$ cat src/sv/thci_pkg.sv
// thci_pkg: shared types and constants for the two-hand control interlock
// phase encoding, register indexes, field widths and register reset values
// no dependencies
package thci_pkg;

  localparam int unsigned MsW      = 16;
  localparam int unsigned PreW     = 8;
  localparam int unsigned CfgIdxW  = 3;
  localparam int unsigned CfgDataW = 16;
  localparam int unsigned PhaseW   = 2;

  // register indexes on the configuration port
  localparam logic [CfgIdxW-1:0] RegWindowMs    = 3'd0;
  localparam logic [CfgIdxW-1:0] RegRunMs       = 3'd1;
  localparam logic [CfgIdxW-1:0] RegMsPrescale  = 3'd2;
  localparam logic [CfgIdxW-1:0] RegAlarmOn     = 3'd3;
  localparam logic [CfgIdxW-1:0] RegAlarmPeriod = 3'd4;

  // register reset values
  localparam logic [MsW-1:0]  WindowMsRst    = 16'd250;
  localparam logic [MsW-1:0]  RunMsRst       = 16'd5000;
  localparam logic [PreW-1:0] MsPrescaleRst  = 8'd10;
  localparam logic [MsW-1:0]  AlarmOnRst     = 16'd2500;
  localparam logic [MsW-1:0]  AlarmPeriodRst = 16'd5000;

  // reported phase codes
  localparam logic [PhaseW-1:0] PhaseCodeIdle   = 2'd0;
  localparam logic [PhaseW-1:0] PhaseCodeWindow = 2'd1;
  localparam logic [PhaseW-1:0] PhaseCodeRun    = 2'd2;
  localparam logic [PhaseW-1:0] PhaseCodeAlarm  = 2'd3;

  typedef enum logic [3:0] {
    PhIdle   = 4'b0001,
    PhWindow = 4'b0010,
    PhRun    = 4'b0100,
    PhAlarm  = 4'b1000
  } phase_e;

endpackage

$ cat src/sv/two_hand_control_interlock.sv
// two_hand_control_interlock: top level of the two-hand safety start control
// phase machine, ms prescaler, window/run/alarm counters and result register
// depends on thci_pkg
//
// Each input transaction is one 100 us tick carrying the sampled button states; each
// tick produces exactly one result transaction with the motor, lamp, buzzer and phase
// after that tick. The block takes one tick per clock: the whole next-state update is
// a single pass of short logic from the phase/counter registers into the result
// register, and a new tick is accepted whenever the result register is empty or being
// drained in the same cycle, so a stalled output holds the input only while its one
// result register is full. Configuration writes are accepted in every cycle and act
// from the next tick on; write them only while no tick is in flight.
module two_hand_control_interlock (
  input  logic                          clk_i,
  input  logic                          rst_ni,
  // input ticks
  input  logic                          s_axis_tvalid,
  output logic                          s_axis_tready,
  input  logic [7:0]                    s_axis_tdata,  // [0] start_one_pressed,
                                                       // [1] start_two_pressed,
                                                       // [2] emergency_pressed
  // results
  output logic                          m_axis_tvalid,
  input  logic                          m_axis_tready,
  output logic [7:0]                    m_axis_tdata,  // [0] motor_on, [1] lamp_on,
                                                       // [2] buzzer_level,
                                                       // [4:3] phase_now
  // configuration writes
  input  logic                          cfg_valid_i,
  output logic                          cfg_ready_o,
  input  logic [thci_pkg::CfgIdxW-1:0]  cfg_index_i,
  input  logic [thci_pkg::CfgDataW-1:0] cfg_data_i
);

  logic [thci_pkg::MsW-1:0]  window_ms_q, run_ms_q, alarm_on_q, alarm_period_q;
  logic [thci_pkg::PreW-1:0] ms_prescale_q;

  thci_pkg::phase_e          phase_q, phase_d;
  logic [thci_pkg::PreW-1:0] pre_q, pre_d;
  logic [thci_pkg::MsW-1:0]  ms_q, ms_d;
  logic [thci_pkg::MsW-1:0]  alarm_q, alarm_d;
  logic                      buzz_q, buzz_d;

  logic                      out_valid_q;
  logic [7:0]                out_data_q;
  logic [7:0]                out_data_d;

  logic                      in_fire;
  logic                      s1, s2, em, any_held, both_held;
  logic [thci_pkg::PreW-1:0] pre_lim;
  logic [thci_pkg::PreW:0]   pre_inc;
  logic [thci_pkg::PreW-1:0] pre_adv;
  logic [thci_pkg::MsW-1:0]  ms_inc;
  logic [thci_pkg::MsW-1:0]  alarm_inc;
  logic [thci_pkg::PhaseW-1:0] phase_code;
  logic                      run_now;

  assign cfg_ready_o   = 1'b1;
  assign s_axis_tready = !out_valid_q || m_axis_tready;
  assign in_fire       = s_axis_tvalid && s_axis_tready;

  assign s1        = s_axis_tdata[0];
  assign s2        = s_axis_tdata[1];
  assign em        = s_axis_tdata[2];
  assign any_held  = s1 || s2;
  assign both_held = s1 && s2;

  // prescale of zero behaves as one
  assign pre_lim = (ms_prescale_q == '0) ? thci_pkg::PreW'(1) : ms_prescale_q;
  assign pre_inc = {1'b0, pre_q} + (thci_pkg::PreW+1)'(1);
  assign pre_adv = (pre_inc >= {1'b0, pre_lim}) ? '0 : pre_inc[thci_pkg::PreW-1:0];
  assign ms_inc  = ms_q + thci_pkg::MsW'(1);
  assign alarm_inc = alarm_q + thci_pkg::MsW'(1);

  // configuration registers
  always_ff @(posedge clk_i or negedge rst_ni) begin
    if (!rst_ni) begin
      window_ms_q    <= thci_pkg::WindowMsRst;
      run_ms_q       <= thci_pkg::RunMsRst;
      ms_prescale_q  <= thci_pkg::MsPrescaleRst;
      alarm_on_q     <= thci_pkg::AlarmOnRst;
      alarm_period_q <= thci_pkg::AlarmPeriodRst;
    end else if (cfg_valid_i) begin
      unique case (cfg_index_i)
        thci_pkg::RegWindowMs:    window_ms_q    <= cfg_data_i;
        thci_pkg::RegRunMs:       run_ms_q       <= cfg_data_i;
        thci_pkg::RegMsPrescale:  ms_prescale_q  <= cfg_data_i[thci_pkg::PreW-1:0];
        thci_pkg::RegAlarmOn:     alarm_on_q     <= cfg_data_i;
        thci_pkg::RegAlarmPeriod: alarm_period_q <= cfg_data_i;
        default: ;
      endcase
    end
  end

  // next state for one tick
  always_comb begin
    phase_d = phase_q;
    pre_d   = pre_q;
    ms_d    = ms_q;
    alarm_d = alarm_q;
    buzz_d  = buzz_q;
    unique case (phase_q)
      thci_pkg::PhIdle: begin
        buzz_d = 1'b0;
        if (any_held) begin
          phase_d = thci_pkg::PhWindow;
          ms_d    = '0;
          pre_d   = '0;
        end
      end
      thci_pkg::PhWindow, thci_pkg::PhRun: begin
        if (pre_q == '0) begin
          if ((phase_q == thci_pkg::PhWindow && ms_q >= window_ms_q) ||
              (phase_q == thci_pkg::PhRun && (ms_q >= run_ms_q || em))) begin
            // timeout or end of run
            phase_d = any_held ? thci_pkg::PhAlarm : thci_pkg::PhIdle;
            alarm_d = '0;
            buzz_d  = 1'b0;
            pre_d   = '0;
            ms_d    = '0;
          end else if (phase_q == thci_pkg::PhWindow && both_held) begin
            phase_d = thci_pkg::PhRun;
            ms_d    = '0;
            pre_d   = '0;
          end else begin
            ms_d  = ms_inc;
            pre_d = pre_adv;
          end
        end else begin
          pre_d = pre_adv;
        end
      end
      thci_pkg::PhAlarm: begin
        if (!any_held) begin
          phase_d = thci_pkg::PhIdle;
          buzz_d  = 1'b0;
          alarm_d = '0;
        end else begin
          buzz_d  = (alarm_q < alarm_on_q) ? !buzz_q : 1'b0;
          // zero period wraps naturally at the counter width
          alarm_d = (alarm_period_q != '0 && alarm_inc >= alarm_period_q) ? '0 : alarm_inc;
        end
      end
      default: begin
        phase_d = thci_pkg::PhIdle;
        buzz_d  = 1'b0;
      end
    endcase
  end

  always_comb begin
    unique case (phase_d)
      thci_pkg::PhIdle:   phase_code = thci_pkg::PhaseCodeIdle;
      thci_pkg::PhWindow: phase_code = thci_pkg::PhaseCodeWindow;
      thci_pkg::PhRun:    phase_code = thci_pkg::PhaseCodeRun;
      thci_pkg::PhAlarm:  phase_code = thci_pkg::PhaseCodeAlarm;
      default:            phase_code = thci_pkg::PhaseCodeIdle;
    endcase
  end

  assign run_now    = (phase_d == thci_pkg::PhRun);
  assign out_data_d = {3'b000, phase_code, buzz_d, run_now, run_now};

  always_ff @(posedge clk_i or negedge rst_ni) begin
    if (!rst_ni) begin
      phase_q <= thci_pkg::PhIdle;
      pre_q   <= '0;
      ms_q    <= '0;
      alarm_q <= '0;
      buzz_q  <= 1'b0;
    end else if (in_fire) begin
      phase_q <= phase_d;
      pre_q   <= pre_d;
      ms_q    <= ms_d;
      alarm_q <= alarm_d;
      buzz_q  <= buzz_d;
    end
  end

  // result register
  always_ff @(posedge clk_i or negedge rst_ni) begin
    if (!rst_ni) begin
      out_valid_q <= 1'b0;
    end else if (in_fire) begin
      out_valid_q <= 1'b1;
    end else if (m_axis_tready) begin
      out_valid_q <= 1'b0;
    end
  end

  always_ff @(posedge clk_i) begin
    if (in_fire) begin
      out_data_q <= out_data_d;
    end
  end

  assign m_axis_tvalid = out_valid_q;
  assign m_axis_tdata  = out_data_q;

endmodule

$ cat config.mk
export PLATFORM = sky130hd
export DESIGN_NAME = two_hand_control_interlock
export DESIGN_NICKNAME = d
export VERILOG_FILES = /design/src/sv/thci_pkg.sv /design/src/sv/two_hand_control_interlock.sv
export SDC_FILE = /design/constraint.sdc
export NUM_CORES = 1
export LEC_CHECK = 0
export ABC_AREA = 1
export BUFFER_PORTS_ARGS = -buffer_cell sky130_fd_sc_hd__buf_2
export CORE_MARGIN = 2
export CORE_UTILIZATION = 65
export CTS_BUF_LIST = sky130_fd_sc_hd__clkbuf_4 sky130_fd_sc_hd__clkbuf_8 sky130_fd_sc_hd__clkbuf_16
export DETAILED_ROUTE_END_ITERATION = 16
export PLACE_DENSITY = 0.89
export SLEW_MARGIN = 20
export SYNTH_ARGS = -nofsm -noshare
export SYNTH_HDL_FRONTEND = slang
export SYNTH_SLANG_ARGS = --single-unit
$ cat constraint.sdc
create_clock -name clk_i -period 5.09 [get_ports clk_i]
set_input_delay 0.7635 -clock clk_i [delete_from_list [all_inputs] [get_ports clk_i]]
set_output_delay 0.7635 -clock clk_i [all_outputs]
set_load 0.005 [all_outputs]
==> impl_results.md, run 1 <==
- Max-cap violations: 0
- WL/cell: 16.1 um
- Top-area cell type share of the netlist area: 31.1%
- Post-CTS Setup Inserts: 0
- Leading cell types by count after synthesis: nand2_1, inv_1, o21ai_0
- Placed insts: 1080
- Layout cells sized above 1: 13.0%
- Switching part of the total power: 33.5%
- Setup-failing EPs final: 0
- Ranking of synthesized cells by area: dfrtp_1, ha_1, nand2_1
- Total CTS buffers: 17
- Avg Inst Size Synth: 8.18 sq um
- Placer congestion estimate: 0.894
- TritonCTS clock tree: done
- Maximum clock rate: 294 MHz
- Syn Inst Count: 926
- # hold bufs at CTS: 0
- HP Class: input port to asynchronous set/reset pin
- Int Pwr: 2260 uW
- Fin crit period: 3400 ps
- Sequential cell area: 3100 sq um
- Post-DP HPWL: 12.3 mm
- First-pass detailed-route iteration total: 5
- Clock power frac: 36.2%
- Final Max Tran Viols: 0
- Cell area power density: 403 nW/um^2
- Boundary pin count: 43
- Pwr Total: 3400 uW
- GRT overflow: 0
- Starting Density: 66.6%
- Synth cell types: 46
- Crit path kind: flop to flop
- Logic pwr share: 25.8%
- ANT cells: 0
- DRC viols: 0
- PortBufs: 33
- Critical path peak fanout: 16
- P&R area growth vs syn: 11.5%
- Filler Cell Count: 780
- Final worst slack: 1690 ps
- Hold Violations, Final: 0
- Clk sinks: 122
- Initial antenna violation count: 0
- Sequential share of the synthesized area: 41.0%
- Main synth FF type: dfrtp_1
- CP required: 5370 ps
- Clk buf depth: 2
- Clock skew: 8.28 ps
- RSZ-0062 raised after global routing: false
- Clock Root Buffer: clkbuf_16
- Die X: 112 um
- Post-synth top area cell: dfrtp_1
- WP data arrival: 3680 ps
- Die Footprint: 12500 sq um
- Setup crit start kind: flop
- Setup TNS: 0 ps
- Core box area: 11400 sq um
- Die Ht: 112 um
- Setup WS pre-CTS: 1820 ps
- CP Capture Type: flop
- Slew margin rel.: 31.2%
- Final Net Count: 1064
- Tot GR Track Use: 30.9%
- Period Utilization, post-route: 66.8%
- Post-route ant nets: 0
- Most frequent cell after synthesis: nand2_1
- Global-route wire length before repair: 30.4 mm
- Fin cells: 1113
- Switching pwr: 1140 uW
- Vias in the first global route: 6471
- Num rows: 39
- Count of cells resized by post-cts repair: 0
- Via density per instance: 5.81
- Synth Warn #: 0
- H-tree levels: 4
- Post-synth EDFFs: 4
- DR vias: 6465
- Ys async rst share: 96.7%
- Lkg Pwr: 0.00427 uW
- Least-Margin Pin Slew: 1030 ps
- Maximum VDD drop: 0.000315 V
- 1st-iter DRT viols: 452
- Multi-input combinational cell area: 3760 sq um
- Worst-Skew Late Latency: 430 ps
- FF+latch count, synth: 122
- Status: finished clean
- WHS: 365 ps
- Register share of total power: 38.0%
- Total Wirelength: 17.9 mm
- Largest net degree at the start of global routing: 83
- Clock Pin Slew Worst Setup and Hold Paths: 60 ps
- Synth Cell Area: 7570 sq um
## sequential cells by signal, indices dropped and copies added (netlist names)
signal	cells
m_axis_tvalid	1
alarm_q	16
phase_q	4
alarm_period_q	16
alarm_on_q	16
ms_q	16
run_ms_q	16
ms_prescale_q	8
buzz_q	1
pre_q	8
m_axis_tdata	4
window_ms_q	16
## final cells by class
| class | instances | share of cell area (%) |
|---|---|---|
| Sequential cell | 122 | 36.8 |
| Tap cell | 143 | 2.12 |
| Inverter | 158 | 7.09 |
| Multi-Input combinational cell | 623 | 44.6 |
| Timing Repair Buffer | 35 | 2.30 |
| Clock buffer | 20 | 5.38 |
| Clock inverter | 12 | 1.75 |
## worst max-delay path, stage by stage, from the launching register on
cell	delay, ps
dfrtp_1	430
ha_1	240
nand3_1	140
nor2_1	220
nand3_1	160
nor3_2	230
nand3_1	100
nand2_1	70
nand2_1	70
ha_1	280
nand2_1	50
inv_1	70
nand3_1	100
nor3_1	230
nand3_1	100
nand3_1	100
nand2_1	340
nand4_1	210
o21ai_0	110
## cells by family (layout without fill, tap and decap cells)
group	count (synthesis)	after routing	synth area share (%)
and+or+nand+nor	345	345	21.0
buffers and inverters	183	225	9.55
AOI/OAI and AO/OA	172	172	12.8
DFF	122	122	41.0
adders and majority gates	75	75	12.4
xor gates and xnor gates	27	27	3.12
other	2	4	0.0992
## power by group through the flow
stage	registers, uW	clock network (uW)	logic, uW
final	1290	1230	877
after detailed placement	1300	0	849
after global routing	1310	1270	1010
after global placement	1290	0	804
after CTS	1290	1230	872
after floorplan	1260	0	649
## path summary, 6_finish.rpt
path,cells past startpoint,startpoint,to,slack [ps]
worst max-delay path,18,alarm_q[0],alarm_q[0],1690
worst min-delay path,1,rst_ni,window_ms_q[9],370
worst max register to register,18,alarm_q[0],alarm_q[0],1690
worst min register to register,2,run_ms_q[3],run_ms_q[3],480
max in group asynchronous,2,rst_ni,phase_q[0],3710
min in group clk_i,2,run_ms_q[3],run_ms_q[3],480
## per-layer routing
| metal | global-route usage [%] | part of all wire (%) | vias to the layer above |
|---|---|---|---|
| met3 | 7.95 | 6.3 | 54 |
| met5 | 0 | 0 | - |
| met4 | 14.9 | 3.6 | 0 |
| met1 | 38.7 | 43 | 3089 |
| met2 | 50.3 | 47 | 206 |
| li1 | - | - | 3116 |
## cell usage in the layout (no fill, tap or decap), types with 11 or more instances in the layout
| cell | count |
|---|---|
| a21oi_1 | 33 |
| buf_2 | 32 |
| clkbuf_16 | 17 |
| dfrtp_1 | 94 |
| dfstp_2 | 24 |
| ha_1 | 75 |
| inv_1 | 152 |
| nand2_1 | 202 |
| nand3_1 | 34 |
| nand4_1 | 28 |
| nor2_1 | 36 |
| nor3_1 | 11 |
| nor4_1 | 12 |
| o21ai_0 | 105 |
| xor2_1 | 24 |
## stage by stage
stage | cell area (sq um) | util, %
floorplan | 7580 | -
finish | 8440 | 74.2
detailed placement | 7810 | 68.7
CTS | 8410 | 74.0
global route | 8440 | 74.2
global placement | 7810 | 68.7
(Power assumes the default switching activity.)
==> inputs of run 2 (changes only) <==
Settings changed: CORE_UTILIZATION 65 to 62, PLACE_DENSITY 0.89 to 0.86.
Clock period 5.09 ns to 3.2 ns, I/O delays scaled along.
==> run 2 against run 1 <==
Wire length shrank 2.8%. Sequential cell count is the same. First-iteration DRC count shrank 1.1%. Largest power group unchanged. Worst setup slack lost 1500 ps. Sequential power grew 60%. Register-to-register slack lost 1500 ps. Final area is essentially flat. Sequential share of layout area is essentially flat. Clock skew grew 1.4 ps. Worst hold slack lost 220 ps. Global-route usage shrank 1.9 points.
==> impl_results.md, run 2 (same netlist as run 1, synthesis figures left out) <==
- Clk buf depth: 2 (unchanged)
- Fin crit period: 2960 ps (-437 ps)
- Clock power frac: 34.3% (-1.9 points)
- Clock skew: 9.73 ps (+1.45 ps)
- Filler Cell Count: 854 (+9.5%)
- Final Net Count: 1068 (+0.38%)
- Num rows: 40 (+2.6%)
- Slew margin rel.: 34.4% (+3.2 points)
- M2 GR Usage: 46.9% (-3.4 points)
- Final instance area: 8440 sq um (about the same)
- Starting Density: 63.3% (-3.3 points)
- Least-Margin Pin Slew: 981 ps (-47.7 ps)
- Clk sinks: 122 (unchanged)
- Die Ht: 115 um (+2.3%)
- Final Util: 70.6% (-3.6 points)
- Global-route wire length before repair: 29.4 mm (-3.2%)
- Total CTS buffers: 17 (unchanged)
- Hold Violations, Final: 0 (unchanged)
- Setup TNS: 0 ps (unchanged)
- Vias in the first global route: 6114 (-5.5%)
- 1st-iter DRT viols: 447 (-1.1%)
- Die Footprint: 13100 sq um (+4.7%)
- Period Utilization, post-route: 92.5% (+26 points)
- Critical path peak fanout: 16 (unchanged)
- Clock Root Buffer: clkbuf_16
- Tot GR Track Use: 29.0% (-1.9 points)
- Crit path kind: flop to flop
- Global route hottest layer: met2
- Placed Area: 7860 sq um (+0.71%)
- Routing usage on met1: 38.4% (-0.25 points)
- PortBufs: 33 (unchanged)
- Logic pwr share: 26.6% (+0.8 points)
- WP data arrival: 3290 ps (-390 ps)
- Max-cap violations: 0 (unchanged)
- Post-CTS Setup Inserts: 0 (unchanged)
- HP Class: input port to asynchronous set/reset pin
- Post-DP HPWL: 12.2 mm (-1.0%)
- Status: finished clean
- Setup-failing EPs final: 0 (unchanged)
- Clock Pin Slew Worst Setup and Hold Paths: 50 ps (about the same)
- Int Pwr: 3500 uW (+55%)
- Layout cells sized above 1: 13.6% (+0.56 points)
- Pwr Total: 5270 uW (+55%)
- First-pass detailed-route iteration total: 8 (+3)
- Largest net degree at the start of global routing: 119 (+43%)
- Final Max Tran Viols: 0 (unchanged)
- CP Capture Type: flop
- Maximum VDD drop: 0.000463 V (+47%)
- CP required: 3520 ps (-1850 ps)
- Boundary pin count: 43 (unchanged)
- WHS: 145 ps (-220 ps)
- Core box area: 12000 sq um (+5.2%)
- Maximum clock rate: 338 MHz (+15%)
- Total Wirelength: 17.4 mm (-2.8%)
- Die X: 115 um (+2.3%)
- Switching part of the total power: 33.6% (+0.12 points)
- Reg2reg path depth: 19 (+1)
- DR vias: 6348 (-1.8%)
- WL/cell: 15.5 um (-3.4%)
- TritonCTS clock tree: done
- # hold bufs at CTS: 0 (unchanged)
- Setup crit start kind: flop
- Switching pwr: 1770 uW (+55%)
- ANT cells: 0 (unchanged)
- H-tree levels: 4 (unchanged)
- GRT overflow: 0 (unchanged)
- Lkg Pwr: 0.00428 uW (+0.14%)
- Post-route ant nets: 0 (unchanged)
- P&R area growth vs syn: 11.5% (about the same)
- Cell area power density: 624 nW/um^2 (+55%)
- M3 GR Usage: 6.46% (-1.5 points)
- DRC viols: 0 (unchanged)
- Register share of total power: 39.1% (+1.1 points)
- Commonest non-fill, non-tap cell in the layout: nand2_1
- Via density per instance: 5.66 (-2.5%)
- Most frequent cells in the layout: nand2_1, inv_1, o21ai_0, dfrtp_1, ha_1
- Placer congestion estimate: 0.875 (-2.1%)
- Worst-Skew Late Latency: 420 ps (about the same)
- RSZ-0062 raised after global routing: false
- Initial antenna violation count: 0 (unchanged)
-- run 2: cell count changes in the layout (fill, tap and decap cells not counted), sizes merged --
cell | previous run | this run
clkbuf | 20 | 23
inv | 158 | 157
clkinvlp | 2 | 1
buf | 35 | 39
bufinv | 3 | 1
clkinv | 7 | 8
-- run 2: final cells by class --
| cell class | instances | area [sq um] | area share [%] |
|---|---|---|---|
| Multi-Input combinational cell | 623 | 3770 | 44.7 |
| Sequential cell | 122 | 3100 | 36.8 |
| Clock buffer | 23 | 489 | 5.79 |
| Tap cell | 147 | 184 | 2.18 |
| Timing Repair Buffer | 39 | 225 | 2.67 |
| Clock inverter | 9 | 72.6 | 0.859 |
| Inverter | 158 | 598 | 7.08 |
-- run 2: path summary, 6_finish.rpt --
kind | startpoint | to | slack [ps]
min in group clk_i | m_axis_tready | m_axis_tvalid | 360
worst max-delay path | alarm_q[1] | alarm_q[6] | 240
worst min-delay path | rst_ni | window_ms_q[8] | 150
worst max register to register | alarm_q[1] | alarm_q[6] | 240
worst min register to register | run_ms_q[2] | run_ms_q[2] | 480
max in group asynchronous | rst_ni | pre_q[6] | 2590
-- run 2: layer usage --
layer / vias up / part of all wire (%)
li1: 3108 / -
met1: 3035 / 45
met2: 175 / 47
met3: 30 / 5.5
met4: 0 / 2.1
met5: - / 0
-- run 2: critical path, cell delays in order, from the launching register on --
cell and delay (ps):
dfrtp_1 390, ha_1 220, nand3_1 150, nor2_2 190, nand3_2 130, nor3_4 180, nand3_1 100, nand2_1 70
nand2_1 80, ha_1 280, nand2_1 70, inv_1 50, nand3_1 110, inv_1 50, a21oi_1 140, nand3_1 80
nand2_1 60, buf_4 200, nand4_1 110, o21ai_0 200
-- run 2: power groups by stage --
stage          clock [uW]  combinational, uW  sequential [uW]
3_3_place_gp            0               1300             2060
5_1_grt              1900               1610             2090
3_5_place_dp            0               1360             2070
4_1_cts              1820               1390             2050
2_1_floorplan           0               1030             2010
6_report             1810               1400             2060
-- run 2: stage by stage --
step                worst slack (ps)  instances
floorplan                        413        928
global placement                 292       1089
detailed placement               167       1089
CTS                              142       1121
global route                    8.22       1121
finish                           238       1121
-- run 2: timing repair --
| action | CTS | global route |
|---|---|---|
| hold endpoints to repair | 0 | 0 |
| resized for setup | 0 | 5 |
| endpoints found under the setup margin | 0 | 16 |
==> inputs of run 3 (changes only) <==
--- a/config.mk
+++ b/config.mk
@@ -13,4 +13,5 @@
 export DETAILED_ROUTE_END_ITERATION = 16
 export PLACE_DENSITY = 0.86
+export SKIP_LAST_GASP = 1
 export SLEW_MARGIN = 20
 export SYNTH_ARGS = -nofsm -noshare
==> constraint.sdc (replaced) <==
create_clock -name clk_i -period 3.2 [get_ports clk_i]
set_input_delay 0 -clock clk_i [delete_from_list [all_inputs] [get_ports clk_i]]
set_output_delay 0 -clock clk_i [all_outputs]
set_load 0.005 [all_outputs]
==> run 3 against run 2 <==
Wire length grew 7.8%. Combinational power rose by 6%. Count of clock-buffer cells in the layout fell by 5. Worst hold slack lost 110 ps. Total power up 4.8%. Highest routed layer unchanged.
==> impl_results.md, run 3 (same netlist as run 1, synthesis figures left out) <==
- WP data arrival: 3370 ps (+80 ps)
- Lkg Pwr: 0.00436 uW (+1.9%)
- Least-Margin Pin Slew: 977 ps (-3.95 ps)
- Worst-Skew Late Latency: 430 ps (about the same)
- CP required: 3550 ps (+30 ps)
- Die Ht: 115 um (unchanged)
- ANT cells: 0 (unchanged)
- Min-delay src: cfg_data_i[4]
- Final Net Count: 1085 (+1.6%)
- WHS: 30.7 ps (-115 ps)
- Setup slack, reg-to-reg: 180 ps (-60 ps)
- Maximum clock rate: 331 MHz (-2.0%)
- Cell breakdown of the critical path: ha_1 > nand3_1 > nor2_2 > nand3_2 > nor3_4 > xor2_1 > inv_1 > ha_1 > nand2_1 > inv_1 > o21ai_0 > nand2_1 > a21oi_1 > nand3_1 > nand2_1 > buf_6 > nand4_1 > o21ai_1
- P&R area growth vs syn: 14.4%
- Total Wirelength: 18.7 mm (+7.8%)
- Placer congestion estimate: 0.960 (+9.6%)
- Vias in the first global route: 6720 (+9.9%)
- Setup crit start kind: flop
- Critical path's slowest cell: dfrtp_1
- Status: finished clean
- Setup TNS: 0 ps (unchanged)
- Starting Density: 63.3% (unchanged)
- GRT overflow: 0 (unchanged)
- Clock Root Buffer: clkbuf_16
- Num rows: 40 (unchanged)
- TritonCTS clock tree: done
- Initial antenna violation count: 0 (unchanged)
- Via density per instance: 5.78 (+2.0%)
- First-pass detailed-route iteration total: 5 (-3)
- Largest net degree at the start of global routing: 76 (-36%)
- Die Footprint: 13100 sq um (unchanged)
- Total CTS buffers: 17 (unchanged)
- Fin crit period: 3020 ps (+59.7 ps)
- Critical path peak fanout: 16 (unchanged)
- Reg2reg path depth: 18 (-1)
- Post-DP HPWL: 12.5 mm (+3.2%)
- H-tree levels: 4 (unchanged)
- Filler Cell Count: 795 (-6.9%)
- Final instance area: 8660 sq um (+2.5%)
- Core box area: 12000 sq um (unchanged)
- Hold Violations, Final: 0 (unchanged)
- Cell area power density: 637 nW/um^2 (+2.2%)
- 1st-iter DRT viols: 617 (+38%)
- Slew margin rel.: 34.7% (+0.26 points)
- CP Capture Type: flop
- Reg-to-Reg End: alarm_q[9]
- Die X: 115 um (unchanged)
- WL/cell: 16.5 um (+6.2%)
- Placed Area: 7840 sq um (-0.25%)
- Clk buf depth: 2 (unchanged)
- Setup-failing EPs final: 0 (unchanged)
- Max-cap violations: 0 (unchanged)
- Most frequent CP cell: nand2_1
- Clock Pin Slew Worst Setup and Hold Paths: 60 ps (about the same)
- Maximum VDD drop: 0.000476 V (+2.8%)
- Worst r2r src: alarm_q[0]
- Commonest non-fill, non-tap cell in the layout: nand2_1
- Post-route ant nets: 0 (unchanged)
- Sequential cell area: 3100 sq um (about the same)
- Final Max Tran Viols: 0 (unchanged)
- Layout cells sized above 1: 13.3% (-0.23 points)
- WHS Endpoint: alarm_period_q[4]
- Period Utilization, post-route: 94.4% (+1.9 points)
- Hold Path Depth: 3
- Clk sinks: 122 (unchanged)
- HP Class: input port to flop
- Tot GR Track Use: 30.9% (+1.9 points)
- Most frequent cells in the layout: nand2_1, inv_1, o21ai_0, dfrtp_1, ha_1
- Multi-input combinational cell area: 3780 sq um (+0.27%)
- Post-CTS Setup Inserts: 0 (unchanged)
- DR vias: 6573 (+3.5%)
- Clock skew: 10.0 ps (+0.278 ps)
- Boundary pin count: 43 (unchanged)
- PortBufs: 33 (unchanged)
- Global-route wire length before repair: 31.4 mm (+6.8%)
- DRC viols: 0 (unchanged)
- Highest cell delay on the worst timing path: 420 ps (+30 ps)
- Crit path kind: flop to flop
-- run 3: layout make-up --
type	count	area share (%)
timing repair buffer	56	4.49
inverter	158	6.91
clock inverter	14	1.98
sequential	122	35.8
tap	147	2.12
multi-input combinational	623	43.7
clock buffer	18	5.00
-- run 3: through the flow --
step           power, uW  worst slack (ps)  cells  util, %
5_1_grt             5810             -74.6   1138     72.4
4_1_cts             5480               140   1138     72.1
3_3_place_gp        3370               331   1088     65.6
6_report            5520               179   1138     72.4
2_1_floorplan       3040               413    928        -
3_5_place_dp        3440               240   1088     65.6
-- run 3: timing repair --
action / CTS / global route
hold buffers: 18 / 0
resized for setup: 0 / 5
endpoints found under the hold margin: 110 / 0
setup endpoints to repair: 0 / 16
-- run 3: worst max path at each step --
stage,from,end,slack (ps),cells after the start
finish,alarm_q[0],alarm_q[9],180,18
global route,alarm_q[0],alarm_q[7],-70,18
CTS,alarm_q[0],alarm_q[15],140,19
detailed placement,alarm_q[0],alarm_q[15],240,19
global placement,alarm_q[0],alarm_q[15],330,19
floorplan,alarm_q[0],alarm_q[13],410,19
-- run 3: critical path, delay by kind of cell (launching register included) --
kind | cells | cell delay, ps
buffers and inverters | 3 | 310
DFF | 1 | 420
AOI/OAI and AO/OA | 3 | 480
xor gates and xnor gates | 1 | 240
and+or+nand+nor | 9 | 1080
adders and majority gates | 2 | 430
-- run 3: power breakdown --
group / internal, uW / switching (uW)
clock network: 1240 / 748
logic: 533 / 943
registers: 1850 / 211
-- run 3: routing by layer --
| layer | track usage (%) | routed length (um) | part of all wire, % |
|---|---|---|---|
| met1 | 39.1 | 7770 | 41 |
| met4 | 16.4 | 738 | 3.9 |
| met5 | 0 | 0 | 0 |
| met3 | 7.09 | 1190 | 6.3 |
| met2 | 49.6 | 9050 | 48 |
